**config.mk**
```make
export PLATFORM = sky130hd
export DESIGN_NAME = bicolor_status_led_blinker
export DESIGN_NICKNAME = d
export VERILOG_FILES = /design/src/rtl/bslb_pkg.sv /design/src/rtl/bicolor_status_led_blinker.sv
export VERILOG_INCLUDE_DIRS = /design/src /design/src/rtl
export SDC_FILE = /design/constraint.sdc
export NUM_CORES = 1
export LEC_CHECK = 0
export BUFFER_PORTS_ARGS = -buffer_cell sky130_fd_sc_hd__buf_4
export CORE_MARGIN = 2
export CORE_UTILIZATION = 65
export CTS_CLUSTER_SIZE = 25
export DETAILED_ROUTE_END_ITERATION = 7
export GPL_TIMING_DRIVEN = 0
export PLACE_DENSITY_LB_ADDON = 0.12
export SLEW_MARGIN = 40
export SYNTH_ARGS = -nofsm -noshare
export SYNTH_HDL_FRONTEND = slang
export SYNTH_SLANG_ARGS = --single-unit
```
**constraint.sdc**
```tcl
create_clock -name aclk -period 10.8 [get_ports aclk]
set_clock_uncertainty 0.15 [all_clocks]
set_input_delay 3.24 -clock aclk [delete_from_list [all_inputs] [get_ports aclk]]
set_output_delay 3.24 -clock aclk [all_outputs]
set_load 0.005 [all_outputs]
```
**src/rtl/bicolor_status_led_blinker_defines.svh**
```systemverilog
// Assertion macros for the bicolour status LED blinker.
// No dependencies; taken in by `include where assertions are written.
`ifndef BICOLOR_STATUS_LED_BLINKER_DEFINES_SVH
`define BICOLOR_STATUS_LED_BLINKER_DEFINES_SVH
`ifndef SYNTHESIS
// Checked only out of reset.
`define BSLB_ASSERT_RST(label, clk, rstn, prop) \
    label: assert property (@(posedge clk) disable iff (!rstn) prop) \
        else $error("bslb check failed");
// Checked at every edge, reset included.
`define BSLB_ASSERT_ALWAYS(label, clk, prop) \
    label: assert property (@(posedge clk) prop) \
        else $error("bslb check failed");
`else
`define BSLB_ASSERT_RST(label, clk, rstn, prop)
`define BSLB_ASSERT_ALWAYS(label, clk, prop)
`endif
`endif

```
**src/rtl/bslb_pkg.sv**
```systemverilog
// Package for the bicolour status LED blinker: types, command, drive and register codes.
// No dependencies.
`timescale 1ns / 1ps

package bslb_pkg;

    // Width of the stored toggle time; elapsed time wraps modulo 2**TIME_BITS.
    localparam int TIME_BITS = 32;

    typedef logic [TIME_BITS-1:0] time_ms_t;
    typedef logic [7:0]           pin_t;
    typedef logic [7:0]           led_cmd_t;
    typedef logic [15:0]          period_t;
    typedef logic [1:0]           drive_t;
    typedef logic [1:0]           reg_idx_t;

    // Command codes; 7..255 are held but do nothing.
    localparam led_cmd_t CMD_OFF              = 8'd0;
    localparam led_cmd_t CMD_GREEN            = 8'd1;
    localparam led_cmd_t CMD_RED              = 8'd2;
    localparam led_cmd_t CMD_BLINK_GREEN_SLOW = 8'd3;
    localparam led_cmd_t CMD_BLINK_GREEN_FAST = 8'd4;
    localparam led_cmd_t CMD_BLINK_RED_SLOW   = 8'd5;
    localparam led_cmd_t CMD_BLINK_RED_FAST   = 8'd6;

    // Pin drive codes.
    localparam drive_t DRIVE_HIZ   = 2'd0;
    localparam drive_t DRIVE_GREEN = 2'd1;
    localparam drive_t DRIVE_RED   = 2'd2;

    // Register indexes (byte address = 4 * index).
    localparam reg_idx_t REG_FIRST_LED_PIN    = 2'd0;
    localparam reg_idx_t REG_SECOND_LED_PIN   = 2'd1;
    localparam reg_idx_t REG_SLOW_HALF_PERIOD = 2'd2;
    localparam reg_idx_t REG_FAST_HALF_PERIOD = 2'd3;

    // Reset values of the registers.
    localparam pin_t    RST_FIRST_LED_PIN    = 8'd1;
    localparam pin_t    RST_SECOND_LED_PIN   = 8'd2;
    localparam period_t RST_SLOW_HALF_PERIOD = 16'd500;
    localparam period_t RST_FAST_HALF_PERIOD = 16'd100;

endpackage

```
**src/rtl/bicolor_status_led_blinker.sv**
```systemverilog
// Top level of the bicolour status LED blinker: input register, update logic, result register.
// Depends on bslb_pkg and bicolor_status_led_blinker_defines.svh.
`timescale 1ns / 1ps
`include "bicolor_status_led_blinker_defines.svh"

// Usage
// - Input channel (s_valid/s_ready): one item per poll pass with an optional pair of
//   (pin, command) entries, gated by s_has_command, and the current time in ms.
// - Result channel (m_valid/m_ready): one item per input item, the drive of both LED pins
//   (0 high impedance, 1 driven high = green, 2 driven low = red).
// - APB port: four registers at 0x0, 0x4, 0x8, 0xC (first pin, second pin, slow and fast
//   half period). Write only while the block is idle; pready is tied high.
// - Flow: an accepted item is registered in the input register, processed, and loaded into
//   the result register once it can advance; m_valid is high from then on.
// - Throughput: one item per cycle while results are taken. The single update stage (command
//   apply, one wrapping subtract and compare per LED) sets that figure.
// - Stall: while a result waits, the input register still takes one more item; s_ready
//   then falls until the result is taken. No item is lost or repeated.
// - Reset (aresetn low, synchronous): both LEDs off and high impedance, blink phase and
//   toggle times zero, registers back to pins 1 and 2, 500 ms and 100 ms; channels empty.
module bicolor_status_led_blinker (
    input  logic                 aclk,
    input  logic                 aresetn,
    // input channel
    input  logic                 s_valid,
    output logic                 s_ready,
    input  logic                 s_has_command,
    input  bslb_pkg::pin_t       s_pin_first,
    input  bslb_pkg::led_cmd_t   s_cmd_first,
    input  bslb_pkg::pin_t       s_pin_second,
    input  bslb_pkg::led_cmd_t   s_cmd_second,
    input  logic [31:0]          s_now_ms,
    // result channel
    output logic                 m_valid,
    input  logic                 m_ready,
    output bslb_pkg::drive_t     m_first_drive,
    output bslb_pkg::drive_t     m_second_drive,
    // APB configuration port
    input  logic                 psel,
    input  logic                 penable,
    input  logic                 pwrite,
    input  logic [3:0]           paddr,
    input  logic [31:0]          pwdata,
    output logic [31:0]          prdata,
    output logic                 pready
);
    import bslb_pkg::*;

    // configuration registers
    pin_t     first_pin_reg;
    pin_t     second_pin_reg;
    period_t  slow_half_reg;
    period_t  fast_half_reg;
    reg_idx_t cfg_idx;
    logic     cfg_wr;

    // input register
    logic     in_valid_reg;
    logic     in_has_cmd_reg;
    pin_t     in_pin_reg [2];
    led_cmd_t in_cmd_reg [2];
    time_ms_t in_now_reg;

    // per-LED state
    led_cmd_t led_cmd_reg  [2];
    logic     phase_reg    [2];
    time_ms_t last_reg     [2];
    drive_t   drive_reg    [2];
    led_cmd_t led_cmd_next [2];
    logic     phase_next   [2];
    time_ms_t last_next    [2];
    drive_t   drive_next   [2];

    // result register
    logic     out_valid_reg;
    drive_t   out_drive_reg [2];

    // update helpers
    time_ms_t elapsed  [2];
    time_ms_t interval [2];
    drive_t   colour   [2];
    logic     blinking [2];

    logic     in_take;
    logic     advance;

    // ---------------------------------------------------------------- handshakes
    assign advance = in_valid_reg && (!out_valid_reg || m_ready);
    assign s_ready = !in_valid_reg || advance;
    assign in_take = s_valid && s_ready;

    assign m_valid        = out_valid_reg;
    assign m_first_drive  = out_drive_reg[0];
    assign m_second_drive = out_drive_reg[1];

    // ---------------------------------------------------------------- APB
    assign pready  = 1'b1;
    assign cfg_idx = paddr[3:2];
    assign cfg_wr  = psel && penable && pwrite;

    always_comb begin
        case (cfg_idx)
            REG_FIRST_LED_PIN:    prdata = {24'd0, first_pin_reg};
            REG_SECOND_LED_PIN:   prdata = {24'd0, second_pin_reg};
            REG_SLOW_HALF_PERIOD: prdata = {16'd0, slow_half_reg};
            REG_FAST_HALF_PERIOD: prdata = {16'd0, fast_half_reg};
            default:              prdata = 32'd0;
        endcase
    end

    always_ff @(posedge aclk) begin
        if (!aresetn) begin
            first_pin_reg  <= RST_FIRST_LED_PIN;
            second_pin_reg <= RST_SECOND_LED_PIN;
            slow_half_reg  <= RST_SLOW_HALF_PERIOD;
            fast_half_reg  <= RST_FAST_HALF_PERIOD;
        end else if (cfg_wr) begin
            case (cfg_idx)
                REG_FIRST_LED_PIN:    first_pin_reg  <= pwdata[7:0];
                REG_SECOND_LED_PIN:   second_pin_reg <= pwdata[7:0];
                REG_SLOW_HALF_PERIOD: slow_half_reg  <= pwdata[15:0];
                REG_FAST_HALF_PERIOD: fast_half_reg  <= pwdata[15:0];
                default: ;
            endcase
        end
    end

    // ---------------------------------------------------------------- input register
    always_ff @(posedge aclk) begin
        if (!aresetn) begin
            in_valid_reg <= 1'b0;
        end else if (in_take) begin
            in_valid_reg <= 1'b1;
        end else if (advance) begin
            in_valid_reg <= 1'b0;
        end
    end

    // payload: no reset needed
    always_ff @(posedge aclk) begin
        if (in_take) begin
            in_has_cmd_reg <= s_has_command;
            in_pin_reg[0]  <= s_pin_first;
            in_cmd_reg[0]  <= s_cmd_first;
            in_pin_reg[1]  <= s_pin_second;
            in_cmd_reg[1]  <= s_cmd_second;
            in_now_reg     <= time_ms_t'(s_now_ms);
        end
    end

    // ---------------------------------------------------------------- update logic
    // First pair applied before the second, so the second wins on the same LED.
    // Equal configured pins: the first LED takes the command.
    always_comb begin
        led_cmd_next = led_cmd_reg;
        phase_next   = phase_reg;
        last_next    = last_reg;
        drive_next   = drive_reg;

        for (int j = 0; j < 2; j++) begin
            if (in_has_cmd_reg && (in_pin_reg[j] != 8'd0)) begin
                if (in_pin_reg[j] == first_pin_reg) begin
                    led_cmd_next[0] = in_cmd_reg[j];
                    if (in_cmd_reg[j] <= CMD_RED) begin
                        drive_next[0] = in_cmd_reg[j][1:0];
                    end
                end else if (in_pin_reg[j] == second_pin_reg) begin
                    led_cmd_next[1] = in_cmd_reg[j];
                    if (in_cmd_reg[j] <= CMD_RED) begin
                        drive_next[1] = in_cmd_reg[j][1:0];
                    end
                end
            end
        end

        // blink: toggle once the wrapping elapsed time reaches the half period
        for (int k = 0; k < 2; k++) begin
            blinking[k] = (led_cmd_next[k] >= CMD_BLINK_GREEN_SLOW) &&
                          (led_cmd_next[k] <= CMD_BLINK_RED_FAST);
            interval[k] = ((led_cmd_next[k] == CMD_BLINK_GREEN_SLOW) ||
                           (led_cmd_next[k] == CMD_BLINK_RED_SLOW)) ?
                          time_ms_t'(slow_half_reg) : time_ms_t'(fast_half_reg);
            colour[k]   = ((led_cmd_next[k] == CMD_BLINK_GREEN_SLOW) ||
                           (led_cmd_next[k] == CMD_BLINK_GREEN_FAST)) ?
                          DRIVE_GREEN : DRIVE_RED;
            elapsed[k]  = in_now_reg - last_reg[k];
            if (blinking[k] && (elapsed[k] >= interval[k])) begin
                phase_next[k] = !phase_reg[k];
                drive_next[k] = phase_reg[k] ? DRIVE_HIZ : colour[k];
                last_next[k]  = in_now_reg;
            end
        end
    end

    // ---------------------------------------------------------------- state and result
    always_ff @(posedge aclk) begin
        if (!aresetn) begin
            for (int k = 0; k < 2; k++) begin
                led_cmd_reg[k] <= CMD_OFF;
                phase_reg[k]   <= 1'b0;
                last_reg[k]    <= '0;
                drive_reg[k]   <= DRIVE_HIZ;
            end
        end else if (advance) begin
            led_cmd_reg <= led_cmd_next;
            phase_reg   <= phase_next;
            last_reg    <= last_next;
            drive_reg   <= drive_next;
        end
    end

    always_ff @(posedge aclk) begin
        if (!aresetn) begin
            out_valid_reg <= 1'b0;
        end else if (advance) begin
            out_valid_reg <= 1'b1;
        end else if (m_ready) begin
            out_valid_reg <= 1'b0;
        end
    end

    always_ff @(posedge aclk) begin
        if (advance) begin
            out_drive_reg <= drive_next;
        end
    end

    // ---------------------------------------------------------------- assertions
    // A steady command always shows on its pin.
    `BSLB_ASSERT_RST(a_steady_first, aclk, aresetn,
        (led_cmd_reg[0] <= CMD_RED) |-> (drive_reg[0] == led_cmd_reg[0][1:0]))
    `BSLB_ASSERT_RST(a_steady_second, aclk, aresetn,
        (led_cmd_reg[1] <= CMD_RED) |-> (drive_reg[1] == led_cmd_reg[1][1:0]))
    // Input side stalls only with both registers full and the receiver stalling.
    `BSLB_ASSERT_ALWAYS(a_stall_cause, aclk,
        !s_ready |-> (in_valid_reg && out_valid_reg && !m_ready))
    // Every processed item lands in the result register.
    `BSLB_ASSERT_RST(a_advance_result, aclk, aresetn,
        advance |=> out_valid_reg)

endmodule

```
After elaboration in Yosys (flattened, before gate mapping)
Memories as Yosys holds them, arrays and structs flattened.
Cells that the tools add are included.
{"block": "totals", "input_bits": 108, "reg_bits": 173, "mem_bits_rw": 32, "word_cells": 109, "romBits": 0, "latchBits": 0, "mem_count": 2, "out_inout_bits": 39}
{"name": "in_cmd_reg", "words": 2, "width": 8, "rd": 2, "rd_clocked_by_memory_dff": 0, "wr": 2, "line_no": "bicolor_status_led_blinker.sv:61", "source": "led_cmd_t in_cmd_reg [2];"}
{"name": "in_pin_reg", "words": 2, "width": 8, "rd": 2, "rd_clocked_by_memory_dff": 0, "wr": 2, "line_no": "bicolor_status_led_blinker.sv:60", "source": "pin_t in_pin_reg [2];"}
{"block": "op_classes", "multipliers": 0, "n_div": 0, "n_mux": 35, "bitwise": 0, "addsub": 2, "n_lt_le_gt_ge": 8, "eq_ne": 13, "shifts": 0, "reduce_logical": 31}
{"op": "32-bit one-hot mux with 4 select lines", "count": 1}
{"op": "32-bit by 16-bit >= comparator with 1-bit output", "count": 2}
{"op": "16-bit 2-to-1 mux", "count": 4}
{"op": "32-bit subtractor", "count": 2}
{"op": "8-bit 2-to-1 mux", "count": 6}
{"op": "8-bit by 3-bit == test with 1-bit output, second input constant", "count": 4}
{"op": "8-bit == test", "count": 4}
{"op": "2-bit 2-to-1 mux", "count": 16}
{"op": "8-bit by 2-bit == test with 1-bit output, second input constant", "count": 2}
{"op": "8-bit by 2-bit >= comparator with 1-bit output, second input constant", "count": 2}
{"op": "8-bit by 2-bit less-or-equal comparator with 1-bit output, second input constant", "count": 2}
{"op": "8-bit by 3-bit less-or-equal comparator with 1-bit output, second input constant", "count": 2}
{"op": "8-bit nonzero test", "count": 2}
{"op": "2-bit AND reduction", "count": 6}
{"op": "1-bit logical AND", "count": 10}
{"op": "4-bit 2-to-1 mux", "count": 2}
{"op": "1-bit logical OR", "count": 6}
{"op": "1-bit 2-to-1 mux", "count": 6}
{"op": "2-bit == test, second input constant", "count": 2}
{"op": "1-bit zero test", "count": 4}
{"op": "2-bit nonzero test", "count": 2}
{"op": "2-bit by 1-bit == test with 1-bit output, second input constant", "count": 1}
{"op": "2-bit zero test", "count": 1}

Logic depth before layout (Yosys ltp)
Gate-level depths: netlist of run 1.
An unclocked memory read counts as a cell.
{"block": "logic_depth", "ltp_word": 14, "depth_mapped": 23, "ltp_nobuf": 21}

Worst setup path before layout of run 1
No wires, ideal clock.
{"block": "synth_timing", "path_kind": "input to output", "from": "input port paddr[2]", "to": "output port prdata[0]", "t_arrival_ns": 4.241, "setup_slack_ns": 3.169, "required_ns": 7.410, "path_buffers": 1, "path_stages": 2, "cell_sequence": "buf_1 > mux4_2"}
{"block": "synth_via", "elab_chain_len": 2, "elab_cells_between_ends": 5, "cone_classes": "eq/ne (3); mux (1); reduce/logical (1)"}
{"element": "start, declared", "line_no": "bicolor_status_led_blinker.sv:42", "source": "input logic [3:0] paddr,"}
{"element": "2-bit == test, or another cell as far along", "line_no": "bicolor_status_led_blinker.sv:102", "source": "case (cfg_idx)"}
{"element": "32-bit one-hot mux with 4 select lines (*)", "line_no": "bicolor_status_led_blinker.sv:102"}
{"element": "end, declared", "line_no": "bicolor_status_led_blinker.sv:44", "source": "output logic [31:0] prdata,"}
Every way passes the cells marked *; elsewhere a longest branch is shown, timed or not. The select of a mux whose other input is x is not followed.

Worst setup path in the final report of run 1
{"block": "layout_timing", "from": "input port paddr[3]", "to": "output port prdata[0]"}
Same word-level chain as after synthesis.

==> impl_metrics.py, run 1 <==
metrics = {
    "floorplan": {
        "initial_core_util_pct": 65.9,
        "io_pins": 147,
        "dieArea_um2": 22400,
        "rows": 53,
        "core-area_um2": 20900,
        "die_x_um": 150,
        "fp.dieH_um": 150,
    },
    "timing": {
        "period_needed_ps": 8240,
        "setup_viol": 0,
        "hold_slack_ps": 309,
        "hold_viol_final": 0,
        "max_slew_margin_pct": 46.5,
        "rsz0062_at_grt": "false",
        "fmax_ghz": 0.121,
        "tightestPinTransition_ps": 798,
        "period_share_pct": 76.3,
        "setup_tns_ps": 0,
        "maxSlewViolCount": 0,
    },
    "job": {
        "max_cap_violations": 0,
    },
    "final_layout": {
        "drive_gt1_share_pct": 15.6,
        "fin_nets": 1942,
        "syn_to_final_growth_pct": 15.1,
        "regArea_um2": 4790,
        "utilization_pct": 75.9,
        "antenna_cells": 0,
        "largest_reg_flops": 64,
        "fill_cells": 1523,
        "multi_input_area_um2": 8200,
    },
    "yosys": {
        "synth_seq_cells": 205,
        "synth_top_area_share_pct": 19.8,
        "syn_avg_cell_area_um2": 8.69,
        "synthArstFlopShare_pct": 0,
        "synth-main-ff-cell": "dfxtp_1",
        "syn-cell-area_um2": 13800,
        "synth.distinct_cells": 88,
        "yosysTopAreaCell": "dfxtp_1",
        "synthTopCellsByArea": "dfxtp_1 (20%), edfxtp_1 (15%), ha_1 (8.5%)",
        "yosysSeqAreaShare_pct": 34.8,
        "yosysMostFrequentCell": "a21oi_1",
        "netlist_instances": 1586,
        "yosys_warnings": 0,
        "ys_top_cells_by_count": "a21oi_1 (161), nand2_1 (158), dfxtp_1 (136)",
        "synth_edf_count": 69,
    },
    "placement": {
        "gp_congestion": 0.979,
        "io_buffers": 111,
        "hpwl_um": 31000,
    },
    "routing": {
        "drc": 0,
        "drt_wl_total_um": 41800,
        "drtIter0Drc": 1489,
        "drtPass1Iterations": 6,
        "antenna_left": 0,
        "vias": 13303,
        "wl_per_cell_um": 20.6,
        "vias_per_cell": 6.55,
    },
    "power_and_ir_drop": {
        "pwr_density_cell_nw_per_um2": 126,
        "vdd_drop_max_mv": 0.147,
        "p_leak_nw": 5.94,
    },
    "outcome": {
        "status": "completed",
    },
    "cts": {
        "root_buffer": "clkbuf_16",
        "htreeDepth": 1,
        "clk_latency_ps": 530,
        "cts.path.max_buffers": 3,
        "cts-resized-gates": 0,
        "path_clk_slew_ps": 60,
        "post_cts_buffers": 0,
        "cts_buffers": 23,
        "cts.sinks": 205,
        "cts_tree": "built",
        "hold_buffers": 0,
    },
    "global_routing": {
        "grt_pass1_vias": 12556,
        "grt_max_degree": 36,
        "grt_pass1_wl_um": 65700,
        "antenna_found_initial": 0,
        "grt_util_all_layers_pct": 36.9,
        "grt_overflow_total": 0,
    },
    "setup_path": {
        "startpoint_type": "input port",
        "critPathRequiredTime_ps": 7410,
        "cp.arrival_ps": 4850,
        "criticalPathCategory": "input port to output port",
        "cp_max_fo": 10,
        "crit_path_end_kind": "output port",
    },
    "min_path": {
        "hp-class": "flip-flop to flip-flop",
    },
}
cell families (layout without fill, tap and decap cells):
group,count (synthesis),in the layout,synth area share (%)
other,2,17,0.0545
DFF,205,205,34.8
adders and majority gates,96,96,8.83
xor gates and xnor gates,78,78,4.96
AOI/OAI and AO/OA,472,472,21.9
buffers and inverters,182,336,6.10
muxes,83,83,6.82
and+or+nand+nor,468,468,16.5
area by class of cell:
cell class | instances | area share, %
plain buffers | 103 | 3.44
clock buffers | 29 | 3.90
clock inverters | 13 | 1.28
inverters | 79 | 1.87
multi-input cells | 1214 | 51.7
flip-flops and latches | 205 | 30.2
well taps | 275 | 2.17
repair buffers | 112 | 5.38
metrics by stage:
| step | cells | total power, mW | setup slack (ps) | instance area (um^2) |
|---|---|---|---|---|
| final | 2030 | 2.00 | 2560 | 15900 |
| after global routing | 2030 | 2.06 | 2490 | 15900 |
| after CTS | 2030 | 1.99 | 2630 | 15900 |
| after detailed placement | 1988 | 1.15 | 2640 | 15000 |
| after global placement | 1987 | 1.14 | 2680 | 15000 |
| after floorplan | 1601 | 1.05 | 3170 | 13800 |
power breakdown:
group	total [mW]	switching [mW]	internal (mW)
sequential	0.847	0.0267	0.820
combinational	0.298	0.174	0.124
clock	0.853	0.327	0.527
total	2.00	0.527	1.47
cell usage in the layout (no fill, tap or decap), drive strengths merged, types with 7 or more instances in the layout:
cell / synthesis / layout
conb: 2 / 17
nand3: 99 / 99
nor3: 13 / 13
o21ai: 128 / 128
mux2i: 68 / 68
o21a: 15 / 15
nor2b: 12 / 12
mux4: 8 / 8
or3: 11 / 11
clkbuf: 44 / 74
a21oi: 192 / 192
nor2: 76 / 76
inv: 78 / 79
nand2: 158 / 158
dfxtp: 136 / 136
mux2: 7 / 7
nand4: 29 / 29
nor4: 11 / 11
a211o: 7 / 7
clkinv: 1 / 7
buf: 59 / 170
o22ai: 11 / 11
a21o: 20 / 20
xor2: 38 / 38
and3: 9 / 9
edfxtp: 69 / 69
nand2b: 12 / 12
or4: 7 / 7
xnor2: 40 / 40
a211oi: 7 / 7
ha: 94 / 94
or2: 9 / 9
a31oi: 14 / 14
o211ai: 14 / 14
metal layers:
metal / global-route usage [%] / vias to the layer above / share of wire (%)
li1: - / 6063 / -
met1: 50.5 / 6346 / 41
met2: 59.1 / 750 / 45
met3: 6.04 / 144 / 9.8
met4: 13.3 / 0 / 3.8
met5: 0 / - / 0
worst paths after layout:
path	slack, ps	cells after the start	start	endpoint
worst max-delay path	2560	5	paddr[3]	prdata[0]
worst min register to register	310	2	led_cmd_reg[15]	led_cmd_reg[15]
worst min-delay path	310	2	led_cmd_reg[15]	led_cmd_reg[15]
worst max register to register	3320	22	in_pin_reg[0][12]	m_second_drive[0]
worst max-delay path: stages:
cell and delay, ps:
buf_4 90, clkbuf_1 470, clkbuf_1 490, mux4_2 410, buf_4 150
Note: power is estimated with default switching activity, not from simulation.
==> run 2, diff against run 1 <==
- CORE_UTILIZATION: 65 -> 60
- clock period: 10.8 -> 7.9 ns (I/O delays scaled with it)
==> run 2 against run 1 <==
Compared with the run above: global-route usage down 4.2 points; sequential power grew 37%; die area increased by 8.1%; wire length decreased by 3.8%; clock power increased by 18%; register-to-register slack got worse by 2700 ps; core utilization down 6.1 points.
==> impl_metrics.py, run 2 (synthesized netlist as in run 1, its figures left out) <==
metrics = {
    "outcome": {
        "status": "completed",
    },
    "timing": {
        "tightestPinTransition_ps": 775,
        "rsz0062_at_grt": "false",
        "hold_slack_ps": 299,
        "period_needed_ps": 7270,
        "fmax_ghz": 0.138,
        "max_slew_margin_pct": 48.1,
        "hold_viol_final": 0,
        "setup_tns_ps": 0,
        "setup_viol": 0,
        "maxSlewViolCount": 0,
        "period_share_pct": 92.0,
    },
    "routing": {
        "antenna_left": 0,
        "drtIter0Drc": 1128,
        "wl_per_cell_um": 19.7,
        "drt_wl_total_um": 40200,
        "drtPass1Iterations": 6,
        "vias": 12840,
        "vias_per_cell": 6.29,
        "drc": 0,
    },
    "cts": {
        "cts.path.max_buffers": 3,
        "clk_latency_ps": 520,
        "root_buffer": "clkbuf_16",
        "htreeDepth": 1,
        "post_cts_buffers": 0,
        "cts_tree": "built",
        "cts-resized-gates": 0,
        "cts_buffers": 23,
        "hold_buffers": 0,
        "path_clk_slew_ps": 60,
        "cts.sinks": 205,
    },
    "setup_path": {
        "path_buf_inv": 3,
        "cp_max_fo": 10,
        "cpLargestDelayFamily": "simple AND/OR/NAND/NOR gates",
        "startpoint_type": "flip-flop",
        "cp_slowest_cell": "a2111oi_0",
        "cp.arrival_ps": 7380,
        "max_stage_delay_ps": 610,
        "crit_path_end_kind": "flip-flop",
        "path_cells": "nor4_1 -> a21boi_0 -> nand3_1 -> or2_1 -> clkbuf_1 -> clkbuf_1 -> nor2_1 -> a21oi_1 -> nand2_1 -> nor2_2 -> buf_2 -> mux2i_1 -> ha_1 -> a21o_1 -> a211o_1 -> a21oi_1 -> o21ai_0 -> a2111oi_0 -> nand4b_1 -> or3_1 -> nor3b_1 -> or2_1",
        "critPathRequiredTime_ps": 8010,
        "criticalPathCategory": "flip-flop to flip-flop",
    },
    "final_layout": {
        "antenna_cells": 0,
        "utilization_pct": 69.8,
        "regArea_um2": 4790,
        "fin_nets": 1942,
        "multi_input_area_um2": 8200,
        "largest_reg_flops": 64,
        "layout_common_cells": "a21oi_1 (161), nand2_1 (158), dfxtp_1 (136), buf_4 (129), nand3_1 (99)",
        "fill_cells": 1897,
        "final_common_cell": "a21oi_1",
        "drive_gt1_share_pct": 15.6,
        "syn_to_final_growth_pct": 14.4,
    },
    "power_and_ir_drop": {
        "pwr-share-clk_pct": 39.4,
        "pwr-share-comb_pct": 15.7,
        "power_mw": 2.57,
        "seqPwrFrac_pct": 44.9,
        "vdd_drop_max_mv": 0.221,
        "p_sw_uw": 706,
        "pwr_density_cell_nw_per_um2": 163,
        "p_int_mw": 1.87,
        "sw_frac_of_total_pct": 27.4,
        "p_leak_nw": 5.89,
    },
    "floorplan": {
        "core-area_um2": 22600,
        "initial_core_util_pct": 61.0,
        "dieArea_um2": 24200,
        "fp.dieH_um": 156,
        "die_x_um": 156,
        "rows": 55,
        "io_pins": 147,
    },
    "global_routing": {
        "grt_util_all_layers_pct": 32.6,
        "grt_pass1_wl_um": 63400,
        "grt_overflow_total": 0,
        "antenna_found_initial": 0,
        "grt_pass1_vias": 11892,
        "grt_max_degree": 35,
    },
    "placement": {
        "gp_congestion": 0.959,
        "io_buffers": 111,
        "hpwl_um": 31500,
    },
    "job": {
        "max_cap_violations": 0,
    },
    "min_path": {
        "hp-class": "flip-flop to flip-flop",
    },
}
-- run 2: changes by cell type in the layout (fill, tap and decap cells not counted) --
cell,previous run,this run
inv_16,1,0
clkinv_4,0,1
bufinv_16,5,0
inv_6,0,2
clkbuf_1,46,48
clkinv_1,5,4
clkinv_2,2,3
clkbuf_16,23,24
-- run 2: area by class of cell --
type	instances	share of cell area (%)
multi-input combinational	1214	52.0
sequential	205	30.4
timing repair buffer	112	5.41
clock buffer	32	4.13
buffer	103	3.46
tap	285	2.26
inverter	79	1.88
clock inverter	10	0.381
-- run 2: tightest hold or removal path, cell delays in order, from the launching register on --
cell     delay, ps
dfxtp_1        300
nand2_1         50
a21oi_1         50
-- run 2: final timing paths --
check                                        from                 to  slack [ps]  depth (start not counted)
worst min register to register    led_cmd_reg[15]    led_cmd_reg[15]         300                          2
worst max-delay path            in_pin_reg[0][12]  m_second_drive[0]         630                         22
worst min-delay path              led_cmd_reg[15]    led_cmd_reg[15]         300                          2
worst max register to register  in_pin_reg[0][12]  m_second_drive[0]         630                         22
-- run 2: power by group through the flow --
| stage | sequential (mW) | clock, mW | combinational (mW) |
|---|---|---|---|
| final | 1.16 | 1.01 | 0.404 |
| after global routing | 1.16 | 1.07 | 0.443 |
| after CTS | 1.15 | 1.02 | 0.396 |
| after detailed placement | 1.18 | 0 | 0.393 |
| after global placement | 1.18 | 0 | 0.383 |
| after floorplan | 1.16 | 0 | 0.267 |
-- run 2: routing by layer --
metal	global-route usage, %	vias up	share of wire (%)
met2	52.2	600	45
met5	0	-	0
met1	47.0	6085	45
met3	4.29	82	7.7
li1	-	6073	-
met4	8.13	0	2.5
-- run 2: per-stage QoR --
stage | setup slack [ps] | std cells | area, um^2
after floorplan | 2010 | 1601 | 13800
after global placement | 973 | 1997 | 15000
after detailed placement | 888 | 1998 | 15000
after CTS | 860 | 2040 | 15800
after global routing | 373 | 2040 | 15800
final | 629 | 2040 | 15800
